File: src/rtl/pdc_pkg.sv
// types and constants of the pwm period and duty capture block
// no dependencies
package pdc_pkg;

  typedef struct packed {
    logic        req_type;
    logic [2:0]  channel;
    logic        pin_level;
    logic [31:0] timestamp;
  } pdc_in_t;

  typedef struct packed {
    logic [2:0]  out_channel;
    logic        captured;
    logic [31:0] period_ticks;
    logic [6:0]  duty_percent;
    logic [7:0]  duty_byte;
  } pdc_out_t;

  localparam logic REQ_EDGE   = 1'b0;
  localparam logic REQ_SAMPLE = 1'b1;

  localparam logic [1:0] STAGE_WAIT_RISE  = 2'd0;
  localparam logic [1:0] STAGE_WAIT_FALL  = 2'd1;
  localparam logic [1:0] STAGE_WAIT_RISE2 = 2'd2;
  localparam logic [1:0] STAGE_HELD       = 2'd3;

  localparam logic [6:0] DUTY_FULL = 7'd100;
  localparam logic [6:0] DUTY_NONE = 7'd0;

  // floor(x / 100) as (x * 5243) >> 19, exact for x up to 25500
  localparam logic [12:0] RECIP_100 = 13'd5243;
  localparam int unsigned RECIP_SHIFT = 19;

  function automatic logic [7:0] duty_to_byte(input logic [6:0] duty);
    logic [14:0] scaled;
    logic [27:0] prod;
    scaled = {duty, 8'b0} - 15'(duty);
    prod   = 28'(scaled) * 28'(RECIP_100);
    return prod[RECIP_SHIFT+7:RECIP_SHIFT];
  endfunction

endpackage

File: src/rtl/pdc_ram.sv
// generic single-port-write, single-port-read memory with registered read
// no dependencies
module pdc_ram #(
  parameter int unsigned WIDTH = 8,
  parameter int unsigned DEPTH = 4
) (
  input  logic                                       clk_i,
  input  logic                                       we_i,
  input  logic [(DEPTH > 1 ? $clog2(DEPTH) : 1)-1:0] waddr_i,
  input  logic [WIDTH-1:0]                           wdata_i,
  input  logic [(DEPTH > 1 ? $clog2(DEPTH) : 1)-1:0] raddr_i,
  output logic [WIDTH-1:0]                           rdata_o
);

  logic [WIDTH-1:0] mem_q [DEPTH];
  logic [WIDTH-1:0] rdata_q;

  always_ff @(posedge clk_i) begin
    if (we_i) begin
      mem_q[waddr_i] <= wdata_i;
    end
    rdata_q <= mem_q[raddr_i];
  end

  assign rdata_o = rdata_q;

endmodule

File: src/rtl/pwm_period_duty_capture.sv
// pwm period and duty capture; per-channel state lives in pdc_ram, uses pdc_pkg
// edge event: state is written back in the cycle after it is accepted, then the block is idle again
// sample with a held capture: S_READ, S_PREP, the 7-step restoring divider for the rounded
// duty in S_DIV, then S_FIN loads the output register once it is free; without a capture: S_READ, then S_FIN
// one item at a time; input ready only while idle, output register decouples the sink
// reset clears control and the per-channel valid flags; no memory sweep needed
module pwm_period_duty_capture
  import pdc_pkg::*;
#(
  parameter int unsigned CHANNELS   = 5,
  parameter int unsigned TIME_WIDTH = 32
) (
  input  logic     clk_i,
  input  logic     rst_ni,
  input  logic     in_valid_i,
  output logic     in_ready_o,
  input  pdc_in_t  in_data_i,
  output logic     out_valid_o,
  input  logic     out_ready_i,
  output pdc_out_t out_data_o
);

  localparam int unsigned TW    = TIME_WIDTH;
  localparam int unsigned CH_AW = (CHANNELS > 1) ? $clog2(CHANNELS) : 1;
  localparam int unsigned NW    = TW + 8;
  localparam logic [5:0]  CH_LIM = 6'(CHANNELS);

  localparam logic [2:0] S_IDLE = 3'd0;
  localparam logic [2:0] S_READ = 3'd1;
  localparam logic [2:0] S_PREP = 3'd2;
  localparam logic [2:0] S_DIV  = 3'd3;
  localparam logic [2:0] S_FIN  = 3'd4;

  typedef struct packed {
    logic [1:0]    stage;
    logic [TW-1:0] mark;
    logic [TW-1:0] high;
    logic [TW-1:0] period;
  } entry_t;

  logic [2:0]          state_q, state_d;
  pdc_in_t             item_q;
  logic [CH_AW-1:0]    addr_q;
  logic [CHANNELS-1:0] valid_q;
  logic [TW-1:0]       period_q, period_d;
  logic [TW-1:0]       low_q, low_d;
  logic [NW-1:0]       rem_q, rem_d;
  logic [6:0]          quo_q, quo_d;
  logic [2:0]          bit_q, bit_d;
  logic                cap_q, cap_d;
  pdc_out_t            out_q, out_d;
  logic                out_valid_q, out_valid_d;

  logic             accept;
  logic             in_range;
  logic [7:0]       ch_ext;
  logic [CH_AW-1:0] raddr;
  logic [$bits(entry_t)-1:0] rdata;
  entry_t           entry, entry_new;
  logic [63:0]      ts_ext;
  logic [TW-1:0]    ts_w;
  logic [TW-1:0]    diff;
  logic             ts_gt;
  logic             ram_we;
  logic [NW-1:0]    trial;
  logic [63:0]      period_ext;
  logic [6:0]       duty_fin;
  logic             out_free;

  assign in_ready_o = (state_q == S_IDLE);
  assign accept     = in_valid_i && in_ready_o;
  assign ch_ext     = 8'(in_data_i.channel);
  assign raddr      = ch_ext[CH_AW-1:0];
  assign in_range   = 6'(in_data_i.channel) < CH_LIM;

  assign ram_we = (state_q == S_READ);

  pdc_ram #(
    .WIDTH($bits(entry_t)),
    .DEPTH(CHANNELS)
  ) u_state_ram (
    .clk_i  (clk_i),
    .we_i   (ram_we),
    .waddr_i(addr_q),
    .wdata_i(entry_new),
    .raddr_i(raddr),
    .rdata_o(rdata)
  );

  assign entry  = valid_q[addr_q] ? entry_t'(rdata) : '0;
  assign ts_ext = 64'(item_q.timestamp);
  assign ts_w   = ts_ext[TW-1:0];
  assign diff   = ts_w - entry.mark;
  assign ts_gt  = ts_w > entry.mark;

  assign trial      = NW'({period_q, 1'b0}) << bit_q;
  assign period_ext = 64'(period_q);
  assign out_free   = !out_valid_q || out_ready_i;

  always_comb begin
    if (cap_q) begin
      duty_fin = quo_q;
    end else if (item_q.pin_level) begin
      duty_fin = DUTY_NONE;
    end else begin
      duty_fin = DUTY_FULL;
    end
  end

  always_comb begin
    state_d     = state_q;
    entry_new   = entry;
    period_d    = period_q;
    low_d       = low_q;
    rem_d       = rem_q;
    quo_d       = quo_q;
    bit_d       = bit_q;
    cap_d       = cap_q;
    out_d       = out_q;
    out_valid_d = out_valid_q && !out_ready_i;

    unique case (state_q)
      S_IDLE: begin
        if (accept && in_range) begin
          state_d = S_READ;
        end
      end
      S_READ: begin
        if (item_q.req_type == REQ_EDGE) begin
          case (entry.stage)
            STAGE_WAIT_RISE: begin
              if (item_q.pin_level) begin
                entry_new.stage  = STAGE_WAIT_FALL;
                entry_new.mark   = ts_w;
                entry_new.high   = '0;
                entry_new.period = '0;
              end
            end
            STAGE_WAIT_FALL: begin
              if (!item_q.pin_level && ts_gt) begin
                entry_new.stage = STAGE_WAIT_RISE2;
                entry_new.high  = diff;
              end else begin
                entry_new.stage = STAGE_WAIT_RISE;
              end
            end
            STAGE_WAIT_RISE2: begin
              if (item_q.pin_level && ts_gt) begin
                entry_new.stage  = STAGE_HELD;
                entry_new.period = diff;
              end else begin
                entry_new.stage = STAGE_WAIT_RISE;
              end
            end
            default: begin
            end
          endcase
          state_d = S_IDLE;
        end else if (entry.stage == STAGE_HELD && entry.period != '0) begin
          entry_new.stage = STAGE_WAIT_RISE;
          period_d = entry.period;
          low_d    = (entry.period >= entry.high) ? entry.period - entry.high : '0;
          cap_d    = 1'b1;
          state_d  = S_PREP;
        end else begin
          entry_new.period = '0;
          cap_d   = 1'b0;
          state_d = S_FIN;
        end
      end
      S_PREP: begin
        // 200 * low + period, for round half up of 100 * low / period
        rem_d   = (NW'(low_q) << 7) + (NW'(low_q) << 6) + (NW'(low_q) << 3)
                  + NW'(period_q);
        quo_d   = '0;
        bit_d   = 3'd6;
        state_d = S_DIV;
      end
      S_DIV: begin
        if (rem_q >= trial) begin
          rem_d        = rem_q - trial;
          quo_d[bit_q] = 1'b1;
        end
        if (bit_q == 3'd0) begin
          state_d = S_FIN;
        end else begin
          bit_d = bit_q - 3'd1;
        end
      end
      S_FIN: begin
        if (out_free) begin
          out_d.out_channel  = item_q.channel;
          out_d.captured     = cap_q;
          out_d.period_ticks = cap_q ? period_ext[31:0] : '0;
          out_d.duty_percent = duty_fin;
          out_d.duty_byte    = duty_to_byte(duty_fin);
          out_valid_d        = 1'b1;
          state_d            = S_IDLE;
        end
      end
      default: begin
        state_d = S_IDLE;
      end
    endcase
  end

  always_ff @(posedge clk_i or negedge rst_ni) begin
    if (!rst_ni) begin
      state_q     <= S_IDLE;
      valid_q     <= '0;
      out_valid_q <= 1'b0;
      cap_q       <= 1'b0;
      bit_q       <= '0;
    end else begin
      state_q     <= state_d;
      out_valid_q <= out_valid_d;
      cap_q       <= cap_d;
      bit_q       <= bit_d;
      if (ram_we) begin
        valid_q[addr_q] <= 1'b1;
      end
    end
  end

  always_ff @(posedge clk_i) begin
    if (accept) begin
      item_q <= in_data_i;
      addr_q <= raddr;
    end
    period_q <= period_d;
    low_q    <= low_d;
    rem_q    <= rem_d;
    quo_q    <= quo_d;
    out_q    <= out_d;
  end

  assign out_valid_o = out_valid_q;
  assign out_data_o  = out_q;

endmodule

File: config.mk
export PLATFORM = sky130hd
export DESIGN_NAME = pwm_period_duty_capture
export DESIGN_NICKNAME = d
export VERILOG_FILES = /design/src/rtl/pdc_pkg.sv /design/src/rtl/pdc_ram.sv /design/src/rtl/pwm_period_duty_capture.sv
export SDC_FILE = /design/constraint.sdc
export NUM_CORES = 2
export LEC_CHECK = 0
export ABC_AREA = 1
export BUFFER_PORTS_ARGS = -buffer_cell sky130_fd_sc_hd__clkbuf_2
export CORE_MARGIN = 2
export CORE_UTILIZATION = 40
export DETAILED_ROUTE_END_ITERATION = 12
export GPL_TIMING_DRIVEN = 1
export PLACE_DENSITY = 0.59
export REMOVE_ABC_BUFFERS = 1
export SLEW_MARGIN = 20
export SYNTH_ARGS = -nofsm -noshare
export SYNTH_HDL_FRONTEND = slang
export SYNTH_SLANG_ARGS = --single-unit
File: constraint.sdc
create_clock -name clk_i -period 30.9 [get_ports clk_i]
set_clock_uncertainty 0.15 [all_clocks]
set_input_delay 4.635 -clock clk_i [delete_from_list [all_inputs] [get_ports clk_i]]
set_output_delay 4.635 -clock clk_i [all_outputs]
set_load 0.02 [all_outputs]
Yosys cells after proc, flatten, opt, wreduce, memory -nomap -nowiden. Memory sizes are Yosys's and may differ from the RTL's. A register that Yosys moved wholly into a read port is not among the register bits. Index checks and enable logic that the tools add are counted.

Input port bits: 41. Output and inout port bits: 53. Memories: 1. Word-level logic and storage cells: 115. Register bits after elaboration: 212. Bits in writable memories: 490.

Memory list: u_state_ram.mem_q (depth 5, width 98, read ports 1, clocked after Yosys merged registers in 1, write ports 1, RTL line pdc_ram.sv:15) `logic [WIDTH-1:0] mem_q [DEPTH];`.

Eq/ne operators: 12. Shift-type cells: 1. $add $sub $neg: 8. $mul: 1. $lt $le $gt $ge: 8. Bitwise logic cells: 2. Reduce and logical (&&, ||, !) cells: 23. Muxes and demuxes: 41.

Operators by type and width (count): two-way mux 98 bit (3); two-way mux 32 bit (5); one-hot mux 32 bit (2 select lines) (2); one-hot mux 40 bit (2 select lines) (1); two-way mux 64 bit (1); subtractor 32 bit (2); adder 39 x 38 -> 40 bit (1); adder 40 x 32 -> 40 bit (1); adder 40 x 35 -> 40 bit (1); >= comparator 40 bit (1); two-way mux 40 bit (1); left shift 33 x 3 -> 40 bit (1); subtractor 40 bit (1); >= comparator 32 bit (1); > comparator 32 bit (1); nonzero test 32 bit (1); multiplier 15 x 13 -> 27 bit (second input constant) (1); two-way mux 7 bit (3); two-way mux 3 bit (6); one-hot mux 3 bit (5 select lines) (1); subtractor 15 x 7 -> 15 bit (1); one-hot mux 7 bit (2 select lines) (1); logical AND 1 bit (8); less-than comparator 3 x 4 -> 1 bit (second input constant) (2); other kinds (25) (49).

Logic depth before layout (Yosys ltp).
Word-level depth: 9. Gate-level depth with buffers: 29. Gate-level depth less buffers: 29.

Cells and area by module. From an unflattened synthesis, not the netlist that was laid out.

Cell total of the unflattened synthesis: 5979. Area, all modules: 49667.6 um2.

By module, submodules not included: pwm_period_duty_capture (area an instance 27023.4 um2, times used 1, sequential area each 6301.0 um2, cells an instance 3920); pdc_ram (area an instance 22644.2 um2, times used 1, sequential area each 16676.0 um2, cells an instance 2059).

Least setup slack after synthesis. Ideal clock, no wire load.

Path kind: reg2reg. Start: register state_q[2]. End: register valid_q[1]. Cell stages (with the launch flop): 5. Path buffers: 0. Data arrival time: 10.941 ns. Setup time: 0.124 ns. Path slack: 19.685 ns. Cell sequence: dfrtp_1 nor3_2 inv_2 nor4_1 or2_2.

Word-level cells in the longest chain between the ends: 1.

Ends and longest elaborated chain: start, declared (RTL line pwm_period_duty_capture.sv:41) `logic [2:0] state_q, state_d;`; start signal, assigned (RTL line pwm_period_duty_capture.sv:215) `state_q <= state_d;`; == test 3 x 1 -> 1 bit (RTL line pwm_period_duty_capture.sv:76) `assign ram_we = (state_q == S_READ);`; end signal, assigned (RTL line pwm_period_duty_capture.sv:210) `valid_q <= '0;`; end signal, assigned by index (RTL line pwm_period_duty_capture.sv:220) `valid_q[addr_q] <= 1'b1;`; end, declared (RTL line pwm_period_duty_capture.sv:44) `logic [CHANNELS-1:0] valid_q;`.

No other way between the ends. A chain may end at the register's enable or synchronous reset.

Final worst setup path.
Start: register cap_q. End: register out_q, in the netlist out_data_o[2], data pin.

Word-level cells in the longest chain between the ends: 3.

Ends and longest elaborated chain: start, declared (RTL line pwm_period_duty_capture.sv:50) `logic cap_q, cap_d;`; start signal, assigned (RTL line pwm_period_duty_capture.sv:217) `cap_q <= cap_d;`; two-way mux 7 bit (RTL line pwm_period_duty_capture.sv:101) `if (cap_q) begin`; via duty_fin[2] (RTL line pwm_period_duty_capture.sv:67) `logic [6:0] duty_fin;`; subtractor 15 x 7 -> 15 bit (RTL line pdc_pkg.sv:38) `scaled = {duty, 8'b0} - 15'(duty);`; multiplier 15 x 13 -> 27 bit (RTL line pdc_pkg.sv:39) `prod = 28'(scaled) * 28'(RECIP_100);`; end signal, assigned (RTL line pwm_period_duty_capture.sv:234) `out_q <= out_d;`; end, declared (RTL line pwm_period_duty_capture.sv:51) `pdc_out_t out_q, out_d;`.

The timed path passes the listed nets, and every way through them passes these cells.

==> flow_summary.json <==
{
  "detail-route-antenna-nets": 0,
  "critPathArrivalTime_ns": 7.72,
  "hold_path_startpoint": "valid_q[4]",
  "chipWidth_um": 349,
  "synth_xor_area_frac": 0.0153,
  "grt_pass1_vias": 36100,
  "cp_data_required_time_ns": 31.14,
  "wl_per_cell_um": 19.0,
  "cp-start-kind": "flop",
  "synth_compound_area_frac": 0.117,
  "drt_first_pass_iters": 9,
  "cts.hold.buffers_added": 0,
  "timing.fmax_ghz": 0.134,
  "worstMarginPinSlew_ns": 1.08,
  "ys_ff_latch": 800,
  "grt_pass1_wl_um": 208000,
  "clkTransAtPathRegs_ns": 0.05,
  "stdcell_count": 7063,
  "dp_slack_ns": 23.24,
  "muxShareOfSynthArea": 0.000869,
  "end_kind": "flop",
  "setup_viol_count_final": 0,
  "ys.flop_type": "edfxtp_1",
  "nFillCells": 11500,
  "ys_types": 56,
  "dieArea_sq_um": 122000,
  "postCtsSetupRepairBufs": 0,
  "async_reset_ff_frac": 0.0163,
  "cts_sinks": 800,
  "fin_tns_setup_ns": 0,
  "n_antenna_cell": 0,
  "worst_hold_path_type": "flop to flop",
  "grt_usage": 0.220,
  "drc_errors": 0,
  "gp_congestion": 0.963,
  "wirelength_um": 134000,
  "post-route-period-util": 0.242,
  "insertion_delay_ns": 0.69,
  "rsz0062_at_grt": "false",
  "num_io_pins": 94,
  "synth-simple-area-share": 0.195,
  "synth_edf_count": 689,
  "syn_avg_cell_area_sq_um": 8.77,
  "cts.htree.levels": 3,
  "placedCellCount": 6897,
  "area_growth_pct": 10.4,
  "min_period_ns": 7.47,
  "rows": 126,
  "ff2ff_setup_slack_ns": 23.43,
  "synth_area_sq_um": 47500,
  "cts_resized": 0,
  "slowest_stage": "o21ai_0",
  "core_sq_um": 118000,
  "root_buffer": "clkbuf_16",
  "initial_utilization": 0.403,
  "critPathBufInv": 8,
  "ys_warn_count": 0,
  "cp-startpoint": "cap_q",
  "hold_viol": 0,
  "crit_type": "flop to flop",
  "grt.overflow.total": 0,
  "antenna_found_initial": 1,
  "setup_ws_ns": 23.43,
  "cap_violations": 0,
  "drt_iter0_drc": 3060,
  "maxSlewHeadroom": 0.279,
  "grt_max_degree": 112,
  "cpPeakStageDelay_ns": 0.81,
  "status": "complete, no violations",
  "die_h_um": 349,
  "drive_gt1_frac": 0.0586,
  "dp_hpwl_um": 93100,
  "cp_common_cell": "inv_1",
  "cp_top_family": "adder cells",
  "maxSlewViolCount": 0,
  "tritoncts": "built",
  "io_buffers": 93,
  "synth_top_family_by_area": "simple AND/OR/NAND/NOR gates",
  "viasPerCell": 5.27,
  "fin_nets": 5871,
  "vias": 37200,
  "r2r_start": "cap_q",
  "worstPathMaxFanout": 24,
  "netlist_instances": 5421,
  "cts_buffers": 89,
  "ys_seq_area_frac": 0.484,
  "clk_path_buf_depth": 3,
  "yosys.area_share.adder": 0.119
}
## cells in the mapped netlist, types with 52 or more instances
cell | number | area share
a21oi_1 | 292 | 0.031
dfxtp_1 | 98 | 0.041
edfxtp_1 | 689 | 0.44
nor2_1 | 801 | 0.063
fa_1 | 124 | 0.052
xor2_1 | 52 | 0.0096
a31oi_1 | 118 | 0.016
nand3_1 | 164 | 0.017
inv_1 | 652 | 0.052
o21ai_0 | 445 | 0.047
ha_1 | 254 | 0.067
clkbuf_1 | 123 | 0.0097
nand2_1 | 1187 | 0.094
a21o_1 | 60 | 0.0095
## per-stage QoR
| step | cell area, sq um | hold slack [ns] | util |
|---|---|---|---|
| after floorplan | 46700 | 0.290 | - |
| after global placement | 49500 | 0.312 | 0.419 |
| after detailed placement | 49500 | 0.324 | 0.419 |
| after CTS | 52400 | 0.336 | 0.445 |
| after global routing | 52400 | 0.359 | 0.445 |
| final | 52400 | 0.335 | 0.445 |
## metal layers
metal  share of wire  vias up  wire, um  global-route usage
li1                -    18100         -                   -
met1            0.44    17800     59300               0.293
met2            0.48     1040     64500               0.374
met3           0.051      224      6820              0.0281
met4           0.028        2      3720              0.0642
met5        0.000089        -        12                   0
## state kept, by name (all words and copies together), names as in the netlist
| signal | flops |
|---|---|
| addr_q | 3 |
| ts_w | 32 |
| out_valid_o | 1 |
| out_data_o | 51 |
| cap_q | 1 |
| u_state_ram.rdata_o | 98 |
| bit_q | 3 |
| item_q | 2 |
| period_q | 32 |
| state_q | 3 |
| low_q | 32 |
| quo_q | 7 |
| u_state_ram.mem_q | 490 |
| rem_q | 40 |
| valid_q | 5 |
## path summary, 6_finish.rpt
path                                  to  cells past startpoint
max                        out_data_o[2]                     25
min                           valid_q[4]                      1
max reg2reg                out_data_o[2]                     25
min reg2reg                   valid_q[4]                      1
max in group asynchronous       bit_q[1]                      1
min in group asynchronous     valid_q[3]                      1
## final cells by class
cell class	count	area (sq um)	area share
inverters	666	2510	0.0480
repair buffers	123	737	0.0141
flip-flops and latches	800	23000	0.438
well taps	1536	1920	0.0366
clock inverters	46	508	0.00969
clock buffers	120	2470	0.0472
multi-input cells	3772	21300	0.406
## logic make-up after synthesis
group           Yosys count
compound gates         1007
xor+xnor                 82
buf+inv                 849
simple gates           2301
fa+ha+maj               378
mux                       4
flops                   800
## cell usage in the layout, fill, tap and decap left out, drive strengths merged, types with 13 or more instances in the layout
master,instances
clkbuf,211
edfxtp,689
xor2,53
a21o,60
dfxtp,98
inv,669
clkinv,33
nand4,38
a21oi,295
a31oi,118
dfrtp,13
o21bai,27
xnor2,29
nor4,15
ha,254
nor3,48
buf,32
nand2,1193
nand3,167
o21ai,459
nor2,809
fa,124
Power is left out: the tool's default activity adds up to more than one toggle a clock period on the data nets, which glitch-free logic cannot reach.
